===== src/sv/ppre_pkg.sv =====
// Shared types, widths and constants for the planar point repulsion energy block.
// No dependencies; ppre_ctrl, ppre_dp and the top level refer to this package by scoped names.
package ppre_pkg;

    localparam int MAX_POINTS = 64;
    localparam int IDX_W      = $clog2(MAX_POINTS);
    localparam int CNT_W      = $clog2(MAX_POINTS + 1);
    localparam int CW         = 24;   // coordinate width, Q4.20
    localparam int EW         = 40;   // energy width, Q20.20
    localparam int ACC_W      = 48;
    localparam int SQ_W       = 50;   // squared distance
    localparam int RT_W       = 25;   // square root
    localparam int NUM_W      = 38;   // pair numerator

    localparam logic [1:0] REQ_CLEAR = 2'd0;
    localparam logic [1:0] REQ_LOAD  = 2'd1;
    localparam logic [1:0] REQ_MOVE  = 2'd2;

    localparam logic [SQ_W-1:0]  MIN_R2  = 50'd109951163;
    localparam logic [SQ_W-1:0]  WALL_R2 = 50'd1099511627776;
    localparam logic [NUM_W-1:0] PAIR_K  = 38'd109951162778;
    localparam logic [ACC_W-1:0] E_MAX   = 48'd1099511627775;

    typedef struct packed {
        logic [1:0]           req_type;
        logic signed [CW-1:0] pos_x;
        logic signed [CW-1:0] pos_y;
        logic signed [CW-1:0] dir_x;
        logic signed [CW-1:0] dir_y;
        logic signed [CW-1:0] step;
    } t_req;

    typedef struct packed {
        logic [EW-1:0] energy;
        logic          saturated;
    } t_res;

    typedef struct packed {
        logic [IDX_W-1:0] addr;
        logic             load_we;
        logic             begin_move;
        logic             mv_mul;
        logic             mv_wr;
        logic             ld_i;
        logic             sq_pair;
        logic             sq_wall;
        logic             sqrt_pair;
        logic             sqrt_wall;
        logic             div_start;
        logic             acc_pair;
        logic             wl_mul;
        logic             wl_acc;
    } t_cmd;

    typedef struct packed {
        logic sq_busy;
        logic div_busy;
        logic wall_out;
    } t_sts;

endpackage


===== src/sv/ppre_ctrl.sv =====
// Controller: sequences clear, load and the move / pair / wall passes.
// Depends on ppre_pkg; drives the datapath through t_cmd, reads t_sts.
module ppre_ctrl (
    input  logic              i_clk,
    input  logic              i_rst_n,
    input  logic              i_start,
    input  logic [1:0]        i_req_type,
    input  ppre_pkg::t_sts    i_sts,
    output logic              o_busy,
    output logic              o_res_valid,
    output ppre_pkg::t_cmd    o_cmd
);
    localparam logic [3:0] S_IDLE   = 4'd0;
    localparam logic [3:0] S_MV_RD  = 4'd1;
    localparam logic [3:0] S_MV_MUL = 4'd2;
    localparam logic [3:0] S_MV_WR  = 4'd3;
    localparam logic [3:0] S_PI_RD  = 4'd4;
    localparam logic [3:0] S_PI_LD  = 4'd5;
    localparam logic [3:0] S_PJ_RD  = 4'd6;
    localparam logic [3:0] S_PJ_LD  = 4'd7;
    localparam logic [3:0] S_PJ_R2  = 4'd8;
    localparam logic [3:0] S_PJ_SQ  = 4'd9;
    localparam logic [3:0] S_PJ_DIV = 4'd10;
    localparam logic [3:0] S_WL_SQR = 4'd11;
    localparam logic [3:0] S_WL_CHK = 4'd12;
    localparam logic [3:0] S_WL_SQ  = 4'd13;
    localparam logic [3:0] S_WL_ACC = 4'd14;
    localparam logic [3:0] S_DONE   = 4'd15;

    logic [3:0]                 r_state, n_state;
    logic [ppre_pkg::CNT_W-1:0] r_cnt, n_cnt, r_i, n_i, r_j, n_j;
    logic [ppre_pkg::CNT_W-1:0] i_inc, j_inc;
    ppre_pkg::t_cmd             cmd;

    assign i_inc = r_i + 1'b1;
    assign j_inc = r_j + 1'b1;

    always_comb begin
        n_state = r_state;
        n_cnt   = r_cnt;
        n_i     = r_i;
        n_j     = r_j;
        cmd     = '0;
        case (r_state)
            S_IDLE: begin
                if (i_start) begin
                    case (i_req_type)
                        ppre_pkg::REQ_CLEAR: n_cnt = '0;
                        ppre_pkg::REQ_LOAD: begin
                            if (r_cnt < ppre_pkg::CNT_W'(ppre_pkg::MAX_POINTS)) begin
                                cmd.addr    = r_cnt[ppre_pkg::IDX_W-1:0];
                                cmd.load_we = 1'b1;
                                n_cnt       = r_cnt + 1'b1;
                            end
                        end
                        ppre_pkg::REQ_MOVE: begin
                            cmd.begin_move = 1'b1;
                            n_i            = '0;
                            n_state        = (r_cnt == '0) ? S_DONE : S_MV_RD;
                        end
                        default: ;
                    endcase
                end
            end
            S_MV_RD: begin
                cmd.addr = r_i[ppre_pkg::IDX_W-1:0];
                n_state  = S_MV_MUL;
            end
            S_MV_MUL: begin
                cmd.addr   = r_i[ppre_pkg::IDX_W-1:0];
                cmd.mv_mul = 1'b1;
                n_state    = S_MV_WR;
            end
            S_MV_WR: begin
                cmd.addr  = r_i[ppre_pkg::IDX_W-1:0];
                cmd.mv_wr = 1'b1;
                if (i_inc == r_cnt) begin
                    n_i     = '0;
                    n_state = S_PI_RD;
                end else begin
                    n_i     = i_inc;
                    n_state = S_MV_RD;
                end
            end
            S_PI_RD: begin
                cmd.addr = r_i[ppre_pkg::IDX_W-1:0];
                n_state  = S_PI_LD;
            end
            S_PI_LD: begin
                cmd.ld_i = 1'b1;
                n_j      = '0;
                n_state  = (r_i == '0) ? S_WL_SQR : S_PJ_RD;
            end
            S_PJ_RD: begin
                cmd.addr = r_j[ppre_pkg::IDX_W-1:0];
                n_state  = S_PJ_LD;
            end
            S_PJ_LD: begin
                cmd.sq_pair = 1'b1;
                n_state     = S_PJ_R2;
            end
            S_PJ_R2: begin
                cmd.sqrt_pair = 1'b1;
                n_state       = S_PJ_SQ;
            end
            S_PJ_SQ: begin
                if (!i_sts.sq_busy) begin
                    cmd.div_start = 1'b1;
                    n_state       = S_PJ_DIV;
                end
            end
            S_PJ_DIV: begin
                if (!i_sts.div_busy) begin
                    cmd.acc_pair = 1'b1;
                    if (j_inc == r_i) begin
                        n_state = S_WL_SQR;
                    end else begin
                        n_j     = j_inc;
                        n_state = S_PJ_RD;
                    end
                end
            end
            S_WL_SQR: begin
                cmd.sq_wall = 1'b1;
                n_state     = S_WL_CHK;
            end
            S_WL_CHK: begin
                if (i_sts.wall_out) begin
                    cmd.sqrt_wall = 1'b1;
                    n_state       = S_WL_SQ;
                end else if (i_inc == r_cnt) begin
                    n_state = S_DONE;
                end else begin
                    n_i     = i_inc;
                    n_state = S_PI_RD;
                end
            end
            S_WL_SQ: begin
                if (!i_sts.sq_busy) begin
                    cmd.wl_mul = 1'b1;
                    n_state    = S_WL_ACC;
                end
            end
            S_WL_ACC: begin
                cmd.wl_acc = 1'b1;
                if (i_inc == r_cnt) begin
                    n_state = S_DONE;
                end else begin
                    n_i     = i_inc;
                    n_state = S_PI_RD;
                end
            end
            S_DONE: n_state = S_IDLE;
            default: n_state = S_IDLE;
        endcase
    end

    always_ff @(posedge i_clk) begin
        if (!i_rst_n) begin
            r_state <= S_IDLE;
            r_cnt   <= '0;
            r_i     <= '0;
            r_j     <= '0;
        end else begin
            r_state <= n_state;
            r_cnt   <= n_cnt;
            r_i     <= n_i;
            r_j     <= n_j;
        end
    end

    assign o_busy      = (r_state != S_IDLE);
    assign o_res_valid = (r_state == S_DONE);
    assign o_cmd       = cmd;
endmodule


===== config.mk =====
export PLATFORM = sky130hd
export DESIGN_NAME = ppre_ctrl
export DESIGN_NICKNAME = d
export VERILOG_FILES = /design/src/sv/ppre_pkg.sv /design/src/sv/ppre_ctrl.sv
export SDC_FILE = /design/constraint.sdc
export NUM_CORES = 1
export LEC_CHECK = 0
export ABC_AREA = 1
export BUFFER_PORTS_ARGS = -buffer_cell sky130_fd_sc_hd__buf_2
export CAP_MARGIN = 20
export CORE_MARGIN = 2
export CORE_UTILIZATION = 45
export CTS_CLUSTER_SIZE = 28
export DETAILED_ROUTE_END_ITERATION = 7
export GPL_TIMING_DRIVEN = 0
export PLACE_DENSITY = 0.79
export SYNTH_ARGS = -nofsm -noshare
export SYNTH_HDL_FRONTEND = slang
export SYNTH_SLANG_ARGS = --single-unit

===== constraint.sdc =====
create_clock -name i_clk -period 1.7 [get_ports i_clk]
set_input_delay 0.17 -clock i_clk [delete_from_list [all_inputs] [get_ports i_clk]]
set_output_delay 0.17 -clock i_clk [all_outputs]
set_load 0.03 [all_outputs]

=== Word level (Yosys, flattened, before mapping) ===
Cells that the tools add are included.

* Register bits after elaboration: 25
* Word-level logic and storage cells: 91
* Output and inout port bits: 21

* Reduce and logical (&&, ||, !) cells: 13
* Mux-type cells: 43
* Add/sub/neg operators: 3
* Order comparisons: 1
* Equal/unequal tests: 27

{| class="wikitable"
|+ Operator list
! operator !! count
|-
| $mux W7 || 10
|-
| $pmux W4 S16 || 1
|-
| $mux W4 || 10
|-
| $eq A4 B4 Y1 const B || 8
|-
| $pmux W7 S2 || 2
|-
| $pmux W7 S4 || 1
|-
| $add A7 B1 Y7 const B || 3
|-
| $pmux W6 S3 || 1
|-
| $eq A4 B3 Y1 const B || 4
|-
| $mux W1 || 15
|-
| $eq A7 B7 Y1 || 2
|-
| $logic_not A7 Y1 || 2
|-
| $ne A2 B2 Y1 const B || 7
|-
| $eq A4 B2 Y1 const B || 2
|-
| $mux W8 || 1
|-
| $reduce_and A4 Y1 || 2
|-
| $reduce_bool A4 Y1 || 2
|-
| $lt A7 B7 Y1 const B || 1
|-
| $reduce_and A5 Y1 || 1
|-
| $eq A4 B1 Y1 const B || 1
|-
| $logic_not A4 Y1 || 1
|-
| $reduce_bool A2 Y1 || 2
|-
| $reduce_or A4 Y1 || 1
|-
| $mux W3 || 1
|-
| 6 further kinds || 6
|}

=== Depth between registers and ports, before layout ===
* Word-level depth: 5
* Depth in mapped cells: 16
* Mapped depth without buffers: 16

=== Worst setup path before layout ===
No wires, ideal clock.

* Path type: register -> output
* Start: reg r_state[1]
* End: out o_cmd[13] (netlist bit)
* Slack: -868 ps
* Arrival: 2398 ps
* Stages on the path, launching flop included: 6
* Buffers on the path: 0
* Required time: 1530 ps
* Path through: dfxtp_1 nor2_4 nand4_1 nor3_1 inv_1 o21ai_0

{| class="wikitable"
|+ RTL lines
! item !! line !! RTL
|-
| start, declared || ppre_ctrl.sv:30 || <nowiki>logic [3:0] r_state, n_state;</nowiki>
|-
| start signal, assigned || ppre_ctrl.sv:165 || <nowiki>r_state <= n_state;</nowiki>
|-
| end, declared || ppre_ctrl.sv:11 || <nowiki>output ppre_pkg::t_cmd o_cmd</nowiki>
|}

=== Worst setup path in the final report ===
* Start: reg r_i[0] (netlist bit)
* End: reg r_i[6] (netlist bit)

* Cells in the longest elaborated chain, start to end: 5
* Elaborated cells between the ends (all ways): 6
* Those cells by class: add/sub: 1; eq/ne: 1; mux: 4

{| class="wikitable"
|+ Ends and longest elaborated chain
! item !! line !! RTL
|-
| start, declared || ppre_ctrl.sv:31 || <nowiki>logic [ppre_pkg::CNT_W-1:0] r_cnt, n_cnt, r_i, n_i, r_j, n_j;</nowiki>
|-
| start signal, assigned || ppre_ctrl.sv:167 || <nowiki>r_i <= n_i;</nowiki>
|-
| $add A7 B1 Y7 (*) || ppre_ctrl.sv:35 || <nowiki>assign i_inc = r_i + 1'b1;</nowiki>
|-
| $eq A7 B7 Y1 || ppre_ctrl.sv:77, ppre_ctrl.sv:131, ppre_ctrl.sv:146 ||
|-
| $mux W7 || ppre_ctrl.sv:131, ppre_ctrl.sv:146 ||
|-
| $mux W7 || ppre_ctrl.sv:128 || <nowiki>if (i_sts.wall_out) begin</nowiki>
|-
| $pmux W7 S4 (*) || ppre_ctrl.sv:44 || <nowiki>case (r_state)</nowiki>
|}

Every way passes the cells marked *; elsewhere a longest branch is shown, timed or not. The select of a mux whose other input is x is not followed.
A chain may end at the register's enable or synchronous reset.

==> impl_metrics.csv <==
group,metric,value,unit
logic_synthesis,synth_top_area_share,24.4,%
clocking,cts_buffers,3,
power_and_ir_drop,cellPowerDensity,1360,nW/um^2
grt,grt_pass1_vias,2318,
logic_synthesis,synth_seq_area_share,24.4,%
logic_synthesis,syn-num-nets,371,
clocking,clk_pin_slew,100,ps
final_layout,fillers,380,
routing,drt_iter0_drc,169,
logic_synthesis,synth_edf_count,0,
routing,via_per_inst,5.50,
timing,period_needed,1910,ps
final_layout,fin_nets,420,
floorplan,core_area,4380,um^2
logic_synthesis,yosysMostFrequentCell,"nand2_1",
logic_synthesis,synth_top_area_cell,"dfxtp_1",
routing,totalWireLength,6600,um
timing,fin_skew,3.51,ps
logic_synthesis,ys_warn_count,0,
clocking,cts_tree,"built",
place,dpl-instance-area,2360,um^2
routing,ant_nets,0,
floorplan,rows,24,
logic_synthesis,async_flop_share,0,%
place,dp_hpwl,4600,um
grt,grt_antenna_before_repair,0,
final_layout,drive_gt1_share,33.0,%
power_and_ir_drop,irDropWorstVdd,1.05,mV
place,io_buffer_count,27,
grt,overflow,0,
timing,worstMarginPinSlew,566,ps
timing,fmax,523,MHz
timing,setup_viol,25,
timing,finalCritPeriodShare,113,%
clocking,root_buffer,"clkbuf_8",
status,violations,"negative setup slack",
floorplan,die_x,71.5,um
clocking,clock_latency,270,ps
routing,drc,0,
timing,slew_headroom,62.3,%
power_and_ir_drop,p_leak,1.28,nW
place,place.gp.congestion,0.952,
logic_synthesis,yosys-top-cells-count,"nand2_1 (113), inv_1 (56), nand3_1 (42)",
timing,tns,-3940,ps
final_layout,area_delta_synth_final,38.7,%
routing,wl_per_cell,14.4,um
hold_path,min-delay-path-class,"in2reg",
floorplan,die_area,5110,um^2
grt,grt_max_degree,15,
timing,slew_viol_final,0,
worst_setup_path,critPathMaxFanout,6,
worst_setup_path,cp.required,1860,ps
clocking,cts_max_level,1,
worst_setup_path,end_kind,"register",
logic_synthesis,synth_area_leaders,"dfxtp_1 (24%), nand2_1 (21%), inv_1 (10%)",
clocking,numClockSinks,25,
timing,fin_ws,-213,ps
grt,grt_pass1_wl,10400,um
logic_synthesis,syn_area,2050,um^2
final_layout,num_antenna_cells,0,
job,maxCapViolCount,0,
floorplan,fp.dieH,71.5,um
worst_setup_path,crit_arrival,2070,ps
logic_synthesis,synthCells,358,
timing,rsz0062_at_grt,"yes",
logic_synthesis,synth_flop_cell,"dfxtp_1",
worst_setup_path,worst_setup_path_start_kind,"register",
grt,gr-usage-all-layers,25.4,%
routing,vias,2517,
floorplan,initial_core_util,46.7,%
routing,firstDrtPassIters,4,
logic_synthesis,synth-seq-cells,25,
timing,hold_violations,0,
logic_synthesis,ys_types,29,
floorplan,io_pins,29,
power_and_ir_drop,total_power,0.00386,W
place,pre_cts_ws,-374,ps
worst_setup_path,critPathKind,"reg2reg",
final_layout,fin_area,2840,um^2
status,outcome,"complete, but fails checks",
clocking,clk_path_buf_depth,2,
logic_synthesis,postSynthAreaPerCell,5.72,um^2
## critical path: stages (launching register included)
cell	delay, ps
dfxtp_4	410
clkinvlp_4	130
ha_4	300
inv_2	30
nand2_1	40
nand4_1	80
nor2_1	120
nand2_2	70
nor2_4	140
nand2_2	90
nand2_2	90
nand2_4	80
nand2_1	70
nand2_1	50
nand2_1	50
nor2_1	40
## registers in the layout, indices dropped and copies added (netlist names)
signal,flops
r_cnt,7
r_i,7
r_j,7
r_state,4
## final cells by class
cell class                 instances  area [um^2]  area share (%)
sequential                        25          534            18.8
clock buffer                       3         41.3            1.45
multi-input combinational        273         1640            57.8
clock inverter                     1         5.00           0.176
timing repair buffer              43          308            10.8
buffer                             4         17.5           0.616
inverter                          57          228            8.01
tap                               52         65.1            2.29
## per-layer routing
layer | GRT usage, % | share of wire (%) | up-vias | wire length (um)
li1 | - | - | 1259 | -
met5 | 0 | 0 | - | 0
met3 | 4.08 | 5.7 | 8 | 375
met2 | 43.2 | 49 | 88 | 3210
met4 | 5.03 | 1.2 | 0 | 82
met1 | 34.0 | 44 | 1162 | 2920
## report_power, final
group,internal [W],switching [W]
combinational,0.000875,0.00166
clock,0.000165,0.000212
sequential,0.000742,0.000202
total,0.00178,0.00208
## metrics by stage
| step | util (%) | instances | hold WS [ps] |
|---|---|---|---|
| finish | 64.8 | 458 | 215 |
| floorplan | - | 358 | 412 |
| CTS | 60.0 | 451 | 201 |
| detailed placement | 53.9 | 437 | 479 |
| global route | 64.8 | 458 | 218 |
| global placement | 53.9 | 437 | 467 |
## placed cells by master, fill, tap and decap left out, types with 4 or more instances in the layout
cell	synthesis	routed
a21oi_1	22	16
a21oi_2	0	5
buf_2	2	20
buf_4	0	16
buf_6	0	8
dfxtp_1	25	14
dfxtp_4	0	8
inv_1	56	48
inv_2	0	6
nand2_1	113	100
nand2_2	1	12
nand2_4	2	4
nand3_1	42	39
nand3_2	1	4
nand4_1	6	6
nor2_1	40	29
nor2_2	3	8
nor2_4	2	8
nor3_1	6	5
o21ai_0	10	4
o21ai_4	0	4
## what timing repair did
action / 4_1_cts / 5_1_grt
buffers inserted: 9 / 8
endpoints found under the setup margin: 29 / 33
gates resized for setup: 46 / 49
hold buffers: 0 / 0
pin swaps: 13 / 26
gates cloned: 1 / 0
## worst paths after layout
path                                             from               endpoint  slack (ps)  cells after the start
worst max-delay path              r_i[0]$_SDFFE_PN0P_    r_i[6]$_SDFFE_PN0P_        -210                     15
worst min-delay path                          i_rst_n    r_j[0]$_SDFFE_PN0P_         220                      3
worst max register to register    r_i[0]$_SDFFE_PN0P_    r_i[6]$_SDFFE_PN0P_        -210                     15
worst min register to register  r_cnt[5]$_SDFFE_PN0P_  r_cnt[6]$_SDFFE_PN0P_         500                      2
## cell families (layout without fill, tap and decap cells)
family	Yosys count	in the layout	synth area share, %
fa+ha+maj	5	5	3.05
compound gates	42	42	11.8
flops	25	25	24.4
buf+inv	61	108	11.5
simple gates	225	226	49.1
No activity file was read; power rests on OpenSTA's default activity.
